==> src/sv/lane_edge_extent_extrapolator_top_macros.svh <==
// ----------------------------------------------------------------------------
// lane edge extent extrapolator assertion macros
// clocked assertion helpers used by leex_back
// ----------------------------------------------------------------------------
`ifndef LANE_EDGE_EXTENT_EXTRAPOLATOR_TOP_MACROS_SVH
`define LANE_EDGE_EXTENT_EXTRAPOLATOR_TOP_MACROS_SVH
`ifndef NO_ASSERTIONS
// property checked on every rising clock edge outside reset
`define LEEX_ASSERT(lbl, clk, rst, prop) \
   lbl: assert property (@(posedge clk) disable iff (rst) prop) \
      else $error("leex assertion failed");
// property checked on every rising clock edge, reset included
`define LEEX_ASSERT_ALWAYS(lbl, clk, prop) \
   lbl: assert property (@(posedge clk) prop) \
      else $error("leex assertion failed");
`else
`define LEEX_ASSERT(lbl, clk, rst, prop)
`define LEEX_ASSERT_ALWAYS(lbl, clk, prop)
`endif
`endif

==> src/sv/leex_pkg.sv <==
// ----------------------------------------------------------------------------
// leex_pkg
// shared types and constants of the lane edge extent extrapolator
// ----------------------------------------------------------------------------
package leex_pkg;

   // item and port widths
   localparam int PIX_W       = 8;
   localparam int DIM_CFG_W   = 12;
   localparam int UPPER_CFG_W = 11;
   localparam int CSR_IDX_W   = 2;
   localparam int CSR_DATA_W  = 12;
   localparam int XY_W        = 11;
   localparam int BX_W        = 13;
   localparam int TDATA_W     = 72;
   localparam int TUSER_W     = 2;
   localparam int PAD_W       = TDATA_W - 2 * (2 * XY_W + BX_W);

   // reset values of the configuration registers
   localparam int RESET_WIDTH  = 960;
   localparam int RESET_HEIGHT = 540;
   localparam int RESET_UPPER  = 330;

   // saturation range of the extrapolated column
   localparam int OUT_MAX = 4095;
   localparam int OUT_MIN = -4096;

   // frame records buffered between scanner and solver
   localparam int QUEUE_DEPTH = 2;

   // register indexes
   typedef enum logic [CSR_IDX_W-1:0] {
      CSR_IMAGE_WIDTH  = 2'd0,
      CSR_IMAGE_HEIGHT = 2'd1,
      CSR_UPPER_LIMIT  = 2'd2
   } csr_index_type;

   // queue status seen by both sides
   typedef struct packed {
      logic full;
      logic empty;
   } queue_status_type;

endpackage

==> src/sv/leex_queue.sv <==
// ----------------------------------------------------------------------------
// leex_queue
// small register queue carrying frame records from scanner to solver
// ----------------------------------------------------------------------------
module leex_queue #(
   parameter int WIDTH = 8,
   parameter int DEPTH = 2
) (
   input  logic                       clock,
   input  logic                       reset,
   input  logic                       push,
   input  logic [WIDTH-1:0]           wdata,
   input  logic                       pop,
   output logic [WIDTH-1:0]           rdata,
   output leex_pkg::queue_status_type status
);
   import leex_pkg::*;

   localparam int PW = (DEPTH > 1) ? $clog2(DEPTH) : 1;
   localparam int CW = $clog2(DEPTH + 1);

   logic [WIDTH-1:0] mem_ff [DEPTH];
   logic [PW-1:0]    wr_ptr_ff, wr_ptr_in;
   logic [PW-1:0]    rd_ptr_ff, rd_ptr_in;
   logic [CW-1:0]    count_ff, count_in;

   // pointer and fill count update
   always_comb begin
      wr_ptr_in = wr_ptr_ff;
      rd_ptr_in = rd_ptr_ff;
      count_in  = count_ff;
      if (push) begin
         wr_ptr_in = (wr_ptr_ff == PW'(DEPTH - 1)) ? '0 : wr_ptr_ff + PW'(1);
      end
      if (pop) begin
         rd_ptr_in = (rd_ptr_ff == PW'(DEPTH - 1)) ? '0 : rd_ptr_ff + PW'(1);
      end
      if (push && !pop) begin
         count_in = count_ff + CW'(1);
      end else if (pop && !push) begin
         count_in = count_ff - CW'(1);
      end
   end

   always_ff @(posedge clock) begin
      if (reset) begin
         wr_ptr_ff <= '0;
         rd_ptr_ff <= '0;
         count_ff  <= '0;
      end else begin
         wr_ptr_ff <= wr_ptr_in;
         rd_ptr_ff <= rd_ptr_in;
         count_ff  <= count_in;
      end
   end

   // storage
   always_ff @(posedge clock) begin
      if (push) begin
         mem_ff[wr_ptr_ff] <= wdata;
      end
   end

   // head entry shown ahead
   assign rdata        = mem_ff[rd_ptr_ff];
   assign status.full  = (count_ff == CW'(DEPTH));
   assign status.empty = (count_ff == '0);

endmodule

==> src/sv/leex_front.sv <==
// ----------------------------------------------------------------------------
// leex_front
// pixel scanner: counts rows and columns, keeps per-half hit points and
// hands one classified frame record to the queue at each frame end
// ----------------------------------------------------------------------------
module leex_front #(
   parameter int COORD_BITS = 11
) (
   input  logic                                clock,
   input  logic                                reset,
   input  logic [leex_pkg::DIM_CFG_W-1:0]      cfg_width,
   input  logic [leex_pkg::DIM_CFG_W-1:0]      cfg_height,
   input  logic [leex_pkg::UPPER_CFG_W-1:0]    cfg_upper,
   input  logic                                req_valid,
   output logic                                req_ready,
   input  logic [leex_pkg::PIX_W-1:0]          req_pixel,
   input  leex_pkg::queue_status_type          q_status,
   output logic                                push,
   output logic [9*COORD_BITS+2:0]             rec
);
   import leex_pkg::*;

   localparam int C      = COORD_BITS;
   localparam int DW     = C + 1;
   localparam int WW     = (DW > DIM_CFG_W) ? DW : DIM_CFG_W;
   localparam int UW     = (C > UPPER_CFG_W) ? C : UPPER_CFG_W;
   localparam int HALF_W = 4 * C + 1;
   localparam int REC_W  = 2 * HALF_W + DW;
   localparam logic [WW-1:0] MAX_DIM = WW'(1) << C;
   localparam logic [WW-1:0] MIN_W   = WW'(2);
   localparam logic [WW-1:0] MIN_H   = WW'(1);

   logic [C-1:0] col_ff, row_ff;
   logic [1:0]   hit_v_ff, hit_v_in;
   logic [C-1:0] hit_col_ff [2];
   logic [C-1:0] hit_col_in [2];
   logic [1:0]   top_found_ff, top_found_in;
   logic [1:0]   bot_found_ff, bot_found_in;
   logic [C-1:0] top_x_ff [2];
   logic [C-1:0] top_y_ff [2];
   logic [C-1:0] bot_x_ff [2];
   logic [C-1:0] bot_y_ff [2];
   logic [C-1:0] top_x_in [2];
   logic [C-1:0] top_y_in [2];
   logic [C-1:0] bot_x_in [2];
   logic [C-1:0] bot_y_in [2];
   logic [1:0]   half_ok;

   logic [WW-1:0] wide_w, wide_h;
   logic [DW-1:0] eff_w, eff_h;
   logic [C-1:0]  half_w;
   logic          last_col, last_row, frame_end, accept, side;
   logic          row_ge, row_gt;

   // clamp the frame size to the coordinate range
   always_comb begin
      wide_w = WW'(cfg_width);
      wide_h = WW'(cfg_height);
      if (wide_w < MIN_W) begin
         eff_w = DW'(MIN_W);
      end else if (wide_w > MAX_DIM) begin
         eff_w = DW'(MAX_DIM);
      end else begin
         eff_w = DW'(wide_w);
      end
      if (wide_h < MIN_H) begin
         eff_h = DW'(MIN_H);
      end else if (wide_h > MAX_DIM) begin
         eff_h = DW'(MAX_DIM);
      end else begin
         eff_h = DW'(wide_h);
      end
   end

   // position of the current pixel
   assign half_w    = eff_w[DW-1:1];
   assign side      = !(col_ff < half_w);
   assign last_col  = ({1'b0, col_ff} >= (eff_w - DW'(1)));
   assign last_row  = ({1'b0, row_ff} >= (eff_h - DW'(1)));
   assign frame_end = last_col && last_row;
   assign row_ge    = (UW'(row_ff) >= UW'(cfg_upper));
   assign row_gt    = (UW'(row_ff) > UW'(cfg_upper));

   // only the last pixel of a frame needs room in the queue
   assign req_ready = !frame_end || !q_status.full;
   assign accept    = req_valid && req_ready;
   assign push      = accept && frame_end;

   // hit tracking and end-of-row point update per half
   always_comb begin
      for (int s = 0; s < 2; s++) begin
         hit_v_in[s]   = hit_v_ff[s];
         hit_col_in[s] = hit_col_ff[s];
         if ((req_pixel != '0) && (side == 1'(s))) begin
            hit_v_in[s]   = 1'b1;
            hit_col_in[s] = col_ff;
         end
         top_found_in[s] = top_found_ff[s];
         top_x_in[s]     = top_x_ff[s];
         top_y_in[s]     = top_y_ff[s];
         bot_found_in[s] = bot_found_ff[s];
         bot_x_in[s]     = bot_x_ff[s];
         bot_y_in[s]     = bot_y_ff[s];
         if (hit_v_in[s] && row_ge && !top_found_ff[s]) begin
            top_found_in[s] = 1'b1;
            top_x_in[s]     = hit_col_in[s];
            top_y_in[s]     = row_ff;
         end
         if (hit_v_in[s] && row_gt) begin
            bot_found_in[s] = 1'b1;
            bot_x_in[s]     = hit_col_in[s];
            bot_y_in[s]     = row_ff;
         end
         half_ok[s] = top_found_in[s] && bot_found_in[s] && (top_y_in[s] != bot_y_in[s]);
      end
   end

   // frame record: per half {ok, bottom y, bottom x, top y, top x}, height on top
   always_comb begin
      rec = '0;
      for (int s = 0; s < 2; s++) begin
         rec[s*HALF_W +: HALF_W] = {half_ok[s], bot_y_in[s], bot_x_in[s],
                                    top_y_in[s], top_x_in[s]};
      end
      rec[REC_W-1 -: DW] = eff_h;
   end

   // counters and flags
   always_ff @(posedge clock) begin
      if (reset) begin
         col_ff       <= '0;
         row_ff       <= '0;
         hit_v_ff     <= '0;
         top_found_ff <= '0;
         bot_found_ff <= '0;
      end else if (accept) begin
         if (last_col) begin
            col_ff   <= '0;
            hit_v_ff <= '0;
            if (last_row) begin
               row_ff       <= '0;
               top_found_ff <= '0;
               bot_found_ff <= '0;
            end else begin
               row_ff       <= row_ff + C'(1);
               top_found_ff <= top_found_in;
               bot_found_ff <= bot_found_in;
            end
         end else begin
            col_ff   <= col_ff + C'(1);
            hit_v_ff <= hit_v_in;
         end
      end
   end

   // hit columns and points
   always_ff @(posedge clock) begin
      if (accept) begin
         for (int s = 0; s < 2; s++) begin
            hit_col_ff[s] <= hit_col_in[s];
            if (last_col && !last_row) begin
               top_x_ff[s] <= top_x_in[s];
               top_y_ff[s] <= top_y_in[s];
               bot_x_ff[s] <= bot_x_in[s];
               bot_y_ff[s] <= bot_y_in[s];
            end
         end
      end
   end

endmodule

==> src/sv/leex_back.sv <==
// ----------------------------------------------------------------------------
// leex_back
// line solver: takes frame records from the queue, extrapolates each half
// with a multiply and a restoring divider, and drives the result register
// ----------------------------------------------------------------------------
`include "lane_edge_extent_extrapolator_top_macros.svh"

module leex_back #(
   parameter int COORD_BITS = 11
) (
   input  logic                              clock,
   input  logic                              reset,
   input  logic [9*COORD_BITS+2:0]           rec,
   input  leex_pkg::queue_status_type        q_status,
   output logic                              pop,
   output logic                              rsp_valid,
   input  logic                              rsp_ready,
   output logic [leex_pkg::TDATA_W-1:0]      rsp_data,
   output logic [leex_pkg::TUSER_W-1:0]      rsp_user
);
   import leex_pkg::*;

   localparam int C      = COORD_BITS;
   localparam int DW     = C + 1;
   localparam int HALF_W = 4 * C + 1;
   localparam int REC_W  = 2 * HALF_W + DW;
   localparam int PW     = 2 * C + 3;
   localparam int NW     = PW - 1;
   localparam int SW     = NW + 2;
   localparam int CW     = $clog2(NW + 1);
   localparam logic signed [SW-1:0] X_MAX = SW'(OUT_MAX);
   localparam logic signed [SW-1:0] X_MIN = SW'(OUT_MIN);

   typedef enum logic [5:0] {
      S_IDLE = 6'b000001,
      S_MUL  = 6'b000010,
      S_ABS  = 6'b000100,
      S_DIV  = 6'b001000,
      S_FIN  = 6'b010000,
      S_OUT  = 6'b100000
   } state_type;

   state_type              state_ff, state_in;
   logic [REC_W-1:0]       rec_ff;
   logic                   half_ff;
   logic signed [PW-1:0]   prod_ff;
   logic signed [DW-1:0]   dy_ff;
   logic [NW-1:0]          num_ff;
   logic [C-1:0]           den_ff;
   logic [C-1:0]           rem_ff;
   logic                   neg_ff;
   logic [CW-1:0]          cnt_ff;
   logic [XY_W-1:0]        res_tx_ff [2];
   logic [XY_W-1:0]        res_ty_ff [2];
   logic [BX_W-1:0]        res_bx_ff [2];
   logic [1:0]             res_ok_ff;
   logic                   rsp_valid_ff;
   logic [TDATA_W-1:0]     rsp_data_ff;
   logic [TUSER_W-1:0]     rsp_user_ff;

   logic [HALF_W-1:0]      cur;
   logic [C-1:0]           cur_xt, cur_yt, cur_xb, cur_yb;
   logic                   cur_ok;
   logic [DW-1:0]          cur_h;
   logic signed [C+1:0]    dh;
   logic signed [DW-1:0]   dx, dy;
   logic signed [PW-1:0]   prod_in;
   logic [DW-1:0]          rem_sh;
   logic                   q_bit;
   logic [C-1:0]           rem_in;
   logic signed [SW-1:0]   sq, x_sum, x_sat;
   logic                   rsp_load;

   // current half of the record
   assign cur    = half_ff ? rec_ff[2*HALF_W-1:HALF_W] : rec_ff[HALF_W-1:0];
   assign cur_xt = cur[C-1:0];
   assign cur_yt = cur[2*C-1:C];
   assign cur_xb = cur[3*C-1:2*C];
   assign cur_yb = cur[4*C-1:3*C];
   assign cur_ok = cur[4*C];
   assign cur_h  = rec_ff[REC_W-1 -: DW];

   // differences and product (height - y_top) * (x_top - x_bottom)
   assign dh      = $signed({1'b0, cur_h}) - $signed({2'b00, cur_yt});
   assign dx      = $signed({1'b0, cur_xt}) - $signed({1'b0, cur_xb});
   assign dy      = $signed({1'b0, cur_yt}) - $signed({1'b0, cur_yb});
   assign prod_in = dh * dx;

   // one restoring divider step
   always_comb begin
      rem_sh = {rem_ff, num_ff[NW-1]};
      q_bit  = (rem_sh >= {1'b0, den_ff});
      rem_in = q_bit ? C'(rem_sh - {1'b0, den_ff}) : C'(rem_sh);
   end

   // signed quotient added to the top column, then saturated
   always_comb begin
      sq    = neg_ff ? -$signed({2'b00, num_ff}) : $signed({2'b00, num_ff});
      x_sum = $signed({{(SW-C){1'b0}}, cur_xt}) + sq;
      if (x_sum > X_MAX) begin
         x_sat = X_MAX;
      end else if (x_sum < X_MIN) begin
         x_sat = X_MIN;
      end else begin
         x_sat = x_sum;
      end
   end

   // sequencer
   assign pop      = (state_ff == S_IDLE) && !q_status.empty;
   assign rsp_load = (state_ff == S_OUT) && (!rsp_valid_ff || rsp_ready);

   always_comb begin
      state_in = state_ff;
      case (state_ff)
         S_IDLE: begin
            if (!q_status.empty) begin
               state_in = S_MUL;
            end
         end
         S_MUL: begin
            state_in = cur_ok ? S_ABS : S_FIN;
         end
         S_ABS: begin
            state_in = S_DIV;
         end
         S_DIV: begin
            if (cnt_ff == CW'(NW - 1)) begin
               state_in = S_FIN;
            end
         end
         S_FIN: begin
            state_in = half_ff ? S_OUT : S_MUL;
         end
         S_OUT: begin
            if (rsp_load) begin
               state_in = S_IDLE;
            end
         end
         default: begin
            state_in = S_IDLE;
         end
      endcase
   end

   always_ff @(posedge clock) begin
      if (reset) begin
         state_ff <= S_IDLE;
      end else begin
         state_ff <= state_in;
      end
   end

   // datapath registers
   always_ff @(posedge clock) begin
      case (state_ff)
         S_IDLE: begin
            if (!q_status.empty) begin
               rec_ff  <= rec;
               half_ff <= 1'b0;
            end
         end
         S_MUL: begin
            prod_ff <= prod_in;
            dy_ff   <= dy;
         end
         S_ABS: begin
            num_ff <= prod_ff[PW-1] ? NW'(-prod_ff) : NW'(prod_ff);
            den_ff <= dy_ff[DW-1] ? C'(-dy_ff) : C'(dy_ff);
            neg_ff <= prod_ff[PW-1] ^ dy_ff[DW-1];
            rem_ff <= '0;
            cnt_ff <= '0;
         end
         S_DIV: begin
            num_ff <= {num_ff[NW-2:0], q_bit};
            rem_ff <= rem_in;
            cnt_ff <= cnt_ff + CW'(1);
         end
         S_FIN: begin
            if (cur_ok) begin
               res_tx_ff[half_ff] <= XY_W'({{XY_W{1'b0}}, cur_xt});
               res_ty_ff[half_ff] <= XY_W'({{XY_W{1'b0}}, cur_yt});
               res_bx_ff[half_ff] <= BX_W'(x_sat);
               res_ok_ff[half_ff] <= 1'b1;
            end else begin
               res_tx_ff[half_ff] <= '0;
               res_ty_ff[half_ff] <= '0;
               res_bx_ff[half_ff] <= '0;
               res_ok_ff[half_ff] <= 1'b0;
            end
            half_ff <= 1'b1;
         end
         default: begin
         end
      endcase
   end

   // result register
   always_ff @(posedge clock) begin
      if (reset) begin
         rsp_valid_ff <= 1'b0;
      end else if (rsp_load) begin
         rsp_valid_ff <= 1'b1;
      end else if (rsp_ready) begin
         rsp_valid_ff <= 1'b0;
      end
   end

   always_ff @(posedge clock) begin
      if (rsp_load) begin
         rsp_data_ff <= {{PAD_W{1'b0}}, res_bx_ff[1], res_ty_ff[1], res_tx_ff[1],
                         res_bx_ff[0], res_ty_ff[0], res_tx_ff[0]};
         rsp_user_ff <= {res_ok_ff[1], res_ok_ff[0]};
      end
   end

   assign rsp_valid = rsp_valid_ff;
   assign rsp_data  = rsp_data_ff;
   assign rsp_user  = rsp_user_ff;

   // checks
   `LEEX_ASSERT(a_div_count, clock, reset, (state_ff == S_DIV) |-> (cnt_ff < CW'(NW)))
   `LEEX_ASSERT(a_rem_below_den, clock, reset, ((state_ff == S_FIN) && cur_ok) |-> (rem_ff < den_ff))
   `LEEX_ASSERT(a_load_free, clock, reset, rsp_load |-> (!rsp_valid_ff || rsp_ready))
   `LEEX_ASSERT(a_pop_nonempty, clock, reset, pop |-> !q_status.empty)

endmodule

==> src/sv/lane_edge_extent_extrapolator_top.sv <==
// ----------------------------------------------------------------------------
// lane_edge_extent_extrapolator_top
// Edge-map frames enter on req_ one 8-bit pixel per item in raster order.
// After the last pixel of a frame one result leaves on rsp_: top point of
// the left and right half and the column where each half's line meets the
// image height, with an ok flag per half in rsp_tuser.
// Throughput: one pixel per cycle while the queue has room. Per half the
// solver runs a multiply, an absolute-value step, the bit-serial divider and
// a finish step; a half without a line goes from the multiply to the finish
// step. Then the result register loads. A two-entry queue holds frame records,
// so the scanner keeps taking pixels while the solver works and while a
// result waits; only the last pixel of a frame waits for a free queue entry.
// The result register holds while rsp_tready is low. Configuration (csr_we,
// csr_index, csr_wdata) must be written only between frames; the block
// does not enforce this. Reset is synchronous: counters, flags and queue
// clear, registers return to width 960, height 540, upper limit 330.
// ----------------------------------------------------------------------------
module lane_edge_extent_extrapolator_top #(
   parameter int COORD_BITS = 11
) (
   input  logic                               clock,
   input  logic                               reset,
   // pixel item: [7:0] pixel
   input  logic                               req_tvalid,
   output logic                               req_tready,
   input  logic [leex_pkg::PIX_W-1:0]         req_tdata,
   // result: [10:0] left_top_x, [21:11] left_top_y, [34:22] left_bottom_x,
   // [45:35] right_top_x, [56:46] right_top_y, [69:57] right_bottom_x
   output logic                               rsp_tvalid,
   input  logic                               rsp_tready,
   output logic [leex_pkg::TDATA_W-1:0]       rsp_tdata,
   // flags: [0] left_ok, [1] right_ok
   output logic [leex_pkg::TUSER_W-1:0]       rsp_tuser,
   input  logic                               csr_we,
   input  logic [leex_pkg::CSR_IDX_W-1:0]     csr_index,
   input  logic [leex_pkg::CSR_DATA_W-1:0]    csr_wdata
);
   import leex_pkg::*;

   localparam int REC_W = 9 * COORD_BITS + 3;

   logic [DIM_CFG_W-1:0]   image_width_ff;
   logic [DIM_CFG_W-1:0]   image_height_ff;
   logic [UPPER_CFG_W-1:0] upper_limit_ff;
   logic                   push, pop;
   logic [REC_W-1:0]       rec_wdata, rec_rdata;
   queue_status_type       q_status;

   // configuration registers
   always_ff @(posedge clock) begin
      if (reset) begin
         image_width_ff  <= DIM_CFG_W'(RESET_WIDTH);
         image_height_ff <= DIM_CFG_W'(RESET_HEIGHT);
         upper_limit_ff  <= UPPER_CFG_W'(RESET_UPPER);
      end else if (csr_we) begin
         case (csr_index)
            CSR_IMAGE_WIDTH:  image_width_ff  <= DIM_CFG_W'(csr_wdata);
            CSR_IMAGE_HEIGHT: image_height_ff <= DIM_CFG_W'(csr_wdata);
            CSR_UPPER_LIMIT:  upper_limit_ff  <= UPPER_CFG_W'(csr_wdata);
            default: begin
            end
         endcase
      end
   end

   // pixel scanner
   leex_front #(
      .COORD_BITS (COORD_BITS)
   ) u_front (
      .clock      (clock),
      .reset      (reset),
      .cfg_width  (image_width_ff),
      .cfg_height (image_height_ff),
      .cfg_upper  (upper_limit_ff),
      .req_valid  (req_tvalid),
      .req_ready  (req_tready),
      .req_pixel  (req_tdata),
      .q_status   (q_status),
      .push       (push),
      .rec        (rec_wdata)
   );

   // frame record queue
   leex_queue #(
      .WIDTH (REC_W),
      .DEPTH (QUEUE_DEPTH)
   ) u_queue (
      .clock  (clock),
      .reset  (reset),
      .push   (push),
      .wdata  (rec_wdata),
      .pop    (pop),
      .rdata  (rec_rdata),
      .status (q_status)
   );

   // line solver
   leex_back #(
      .COORD_BITS (COORD_BITS)
   ) u_back (
      .clock     (clock),
      .reset     (reset),
      .rec       (rec_rdata),
      .q_status  (q_status),
      .pop       (pop),
      .rsp_valid (rsp_tvalid),
      .rsp_ready (rsp_tready),
      .rsp_data  (rsp_tdata),
      .rsp_user  (rsp_tuser)
   );

endmodule
==> config.mk <==
export PLATFORM = sky130hd
export DESIGN_NAME = lane_edge_extent_extrapolator_top
export DESIGN_NICKNAME = d
export VERILOG_FILES = /design/src/sv/leex_pkg.sv /design/src/sv/leex_queue.sv /design/src/sv/leex_front.sv /design/src/sv/leex_back.sv /design/src/sv/lane_edge_extent_extrapolator_top.sv
export VERILOG_INCLUDE_DIRS = /design/src /design/src/sv
export SDC_FILE = /design/constraint.sdc
export NUM_CORES = 1
export LEC_CHECK = 0
export ABC_CLOCK_PERIOD_IN_PS = 8520
export CAP_MARGIN = 20
export CORE_UTILIZATION = 25
export DETAILED_ROUTE_END_ITERATION = 16
export DONT_BUFFER_PORTS = 1
export GPL_TIMING_DRIVEN = 0
export MAX_ROUTING_LAYER = met4
export PLACE_DENSITY_LB_ADDON = 0.15
export SLEW_MARGIN = 20
export SYNTH_ARGS = -nofsm -noshare
export SYNTH_HDL_FRONTEND = slang
export SYNTH_HIERARCHICAL = 1
export SYNTH_SLANG_ARGS = --single-unit
export TNS_END_PERCENT = 1
==> constraint.sdc <==
create_clock -name clock -period 8.52 [get_ports clock]
set_clock_uncertainty 0.05 [all_clocks]
set_input_delay 1.704 -clock clock [delete_from_list [all_inputs] [get_ports clock]]
set_output_delay 1.704 -clock clock [all_outputs]
set_load 0.1 [all_outputs]
==> flow_metrics.tcl <==
set metrics [dict create \
    status "complete, no violations" \
    reg2reg_from "u_back/half_ff" \
    wirelength_um 107000 \
    clock-root-buffer "clkbuf_16" \
    tightest_slew_ns 1.02 \
    setup_violations 0 \
    max-clock-path-buffers 3 \
    drc 0 \
    gr-usage-met1_pct 18.1 \
    grt_use_total_pct 14.0 \
    finalNonFillerCells 5443 \
    cp_slowest_cell "fa_1" \
    ys.flop_type "edfxtp_1" \
    crit_top_cell "a21oi_2" \
    chipHeight_um 397 \
    mappedNetlistArea_sq_um 39100 \
    cp_max_fo 10 \
    drv_cap 0 \
    drt_pre_antenna_iters 5 \
    min-delay-start "u_back/res_tx_ff[1][8]" \
    drive_gt1_share_pct 14.0 \
    drtIter0Drc 1340 \
    clkSinkCount 725 \
    cts_hold_buf 0 \
    critPathLaunchType "flop" \
    met3_usage_pct 2.59 \
    numCtsBuffers 84 \
    wire_per_inst_um 19.7 \
    areaGrowthSynthToFinish_pct 16.9 \
    endpoint_kind "flop" \
    layout_min_cycle_time_ns 8.19 \
    final_nets 3669 \
    drv_slew 0 \
    synth-edff-count 650 \
    ys_seq_area_share_pct 53.8 \
    worstSkewPairLatency_ns 0.72 \
    antenna_found_initial 9 \
    criticalPathCategory "reg -> reg" \
    grt_overflow_total 0 \
    hold_class "reg -> reg" \
    h-tree-depth 3 \
    grt_pass1_vias 24400 \
    netlist_instances 3193 \
    critical_path_arrival_ns 8.56 \
    die_x_um 397 \
    place_inst 5263 \
    use_met2_pct 22.5 \
    relSlewSlack_pct 31.7 \
    syn_avg_cell_area_sq_um 12.2 \
    max_freq_ghz 0.122 \
    rsz0062_at_grt "true" \
    die_area_sq_um 158000 \
    top_usage_layer "met2" \
    rows 144 \
    vias 23900 \
    yosysWarnings 6 \
    synth_seq_cells 725 \
    cts_tree "built" \
    vias_per_cell 4.39 \
    path_clk_slew_ns 0.07 \
    start_util_pct 25.3 \
    ant_nets 0 \
    boundaryPins 103 \
    synthArstFlopShare_pct 0 \
    grt_max_degree 43 \
    timing.final.crit_share_pct 96.1 \
    grt_pass1_wl_um 160000 \
    core_sq_um 155000 \
    slowest_delay_ns 0.55 \
    dp_hpwl_um 81300 \
    finalHoldViolCount 0 \
    place.gp.congestion 0.829 \
    required_ns 8.89 \
    portBuffers 0 \
    ys_types 95 \
    crit_start "u_back/half_ff" \
]
layer usage:
metal,wire length (um),vias to the layer above
met5,0,-
met4,2530,0
met3,3980,146
met2,50600,395
met1,49900,11800
li1,-,11600
final timing paths:
| kind | depth (start not counted) | to | slack [ns] |
|---|---|---|---|
| min reg2reg | 0 | u_back/rsp_data[43] | 0.36 |
| min | 0 | u_back/rsp_data[43] | 0.36 |
| max | 33 | u_back/prod_ff[23] | 0.33 |
| max reg2reg | 33 | u_back/prod_ff[23] | 0.33 |
registers in the layout, indices dropped and copies added (netlist names), 5 cells and up, named ones only:
signal	count
u_back/prod_ff	25
u_back/rec_ff	102
u_back/state_ff	6
u_back/res_tx_ff	22
u_back/rem_ff	11
u_front/hit_col_ff	22
u_front/top_y_ff	22
image_height_ff	12
image_width_ff	12
u_back/res_ty_ff	22
u_back/den_ff	11
u_front/bot_x_ff	22
u_back/cnt_ff	5
u_back/rsp_data	70
u_front/top_x_ff	22
u_front/bot_y_ff	22
u_back/res_bx_ff	26
u_queue/mem_ff	204
u_front/col_ff	11
upper_limit_ff	11
u_back/num_ff	24
u_front/row_ff	11
u_back/dy_ff	12
cells in the final DEF (no fill, tap or decap), types with 44 or more instances in the layout:
master | netlist | layout
edfxtp_1 | 650 | 650
inv_1 | 316 | 313
nand2_1 | 273 | 271
nor2_1 | 187 | 182
o21ai_0 | 172 | 158
ha_1 | 160 | 155
fa_1 | 153 | 150
mux2_2 | 138 | 138
xnor2_1 | 102 | 97
clkbuf_1 | 83 | 89
mux2i_1 | 94 | 86
a21oi_1 | 99 | 86
clkbuf_16 | 0 | 85
dfxtp_1 | 75 | 75
nand2b_1 | 66 | 66
xor2_1 | 64 | 61
nor3_1 | 46 | 44
nand3_1 | 44 | 44
area by class of cell:
class | instances | area (sq um)
timing repair buffer | 49 | 792
sequential | 725 | 21000
antenna | 1 | 2.50
inverter | 316 | 1190
clock inverter | 47 | 449
tap | 2044 | 2560
buffer | 121 | 704
fill | 15900 | 109000
multi-input combinational | 2032 | 16700
clock buffer | 108 | 2210
cell families (layout without fill, tap and decap cells):
kind of cell             Yosys count  in the layout  synth area share (%)
AO/OA/AOI/OAI                    485            485                  7.89
XOR/XNOR                         166            166                  3.72
adder cells (fa/ha/maj)          313            313                  13.0
buffers and inverters            437            641                  4.56
flip-flops                       725            725                  53.8
multiplexers                     236            236                  6.52
other                              1              3               0.00960
AND/OR/NAND/NOR                  830            830                  10.5
repair_timing:
| item | 4_1_cts | 5_1_grt |
|---|---|---|
| setup buffers | 16 | 7 |
| cloned | 1 | 0 |
| setup endpoints to repair | 17 | 8 |
| resized for setup | 92 | 46 |
| pin swaps | 11 | 18 |
worst max-delay path: cells and delay by family, from the launching register on:
family / cells / cell delay, ns
adders and majority gates: 7 / 3.26
DFF: 1 / 0.44
AOI/OAI and AO/OA: 13 / 2.15
buffers and inverters: 7 / 0.83
xor gates and xnor gates: 2 / 0.24
and+or+nand+nor: 3 / 0.64
muxes: 1 / 0.29
cell usage after synthesis, drive strengths merged (8+ instances only):
master | count | area [sq um]
edfxtp | 650 | 19500
inv | 316 | 1190
nand2 | 274 | 1040
nor2 | 187 | 702
o21ai | 185 | 956
ha | 160 | 2000
fa | 153 | 3060
mux2 | 142 | 1610
xnor2 | 102 | 893
a21oi | 99 | 495
mux2i | 94 | 941
clkbuf | 83 | 312
dfxtp | 75 | 1500
nand2b | 66 | 413
xor2 | 64 | 561
nor3 | 49 | 260
nand3 | 45 | 238
buf | 38 | 282
nor2b | 37 | 231
and2 | 32 | 203
a21boi | 31 | 248
nand4 | 24 | 150
nor4 | 23 | 193
a21o | 22 | 165
or3 | 20 | 125
a211oi | 19 | 143
or2 | 18 | 115
o31ai | 17 | 128
nor3b | 15 | 118
a31oi | 14 | 103
o22ai | 12 | 75.1
o21a | 10 | 75.1
a22oi | 9 | 72.6
and3 | 9 | 56.3
a211o | 8 | 70.1
stage by stage:
stage	utilization (%)	hold slack (ns)	TNS [ns]	setup slack (ns)	instance area (sq um)
floorplan	-	0.350	0	0.0634	39100
global placement	26.9	0.353	-774.74	-4.65	41600
detailed placement	27.4	0.355	-29.46	-2.54	42300
CTS	29.4	0.365	0	0.000452	45400
global route	29.5	0.367	-0.0175	-0.0175	45700
finish	29.5	0.362	0	0.332	45700
Power is left out: the tool's default activity adds up to more than one toggle a clock period on the data nets, which glitch-free logic cannot reach.
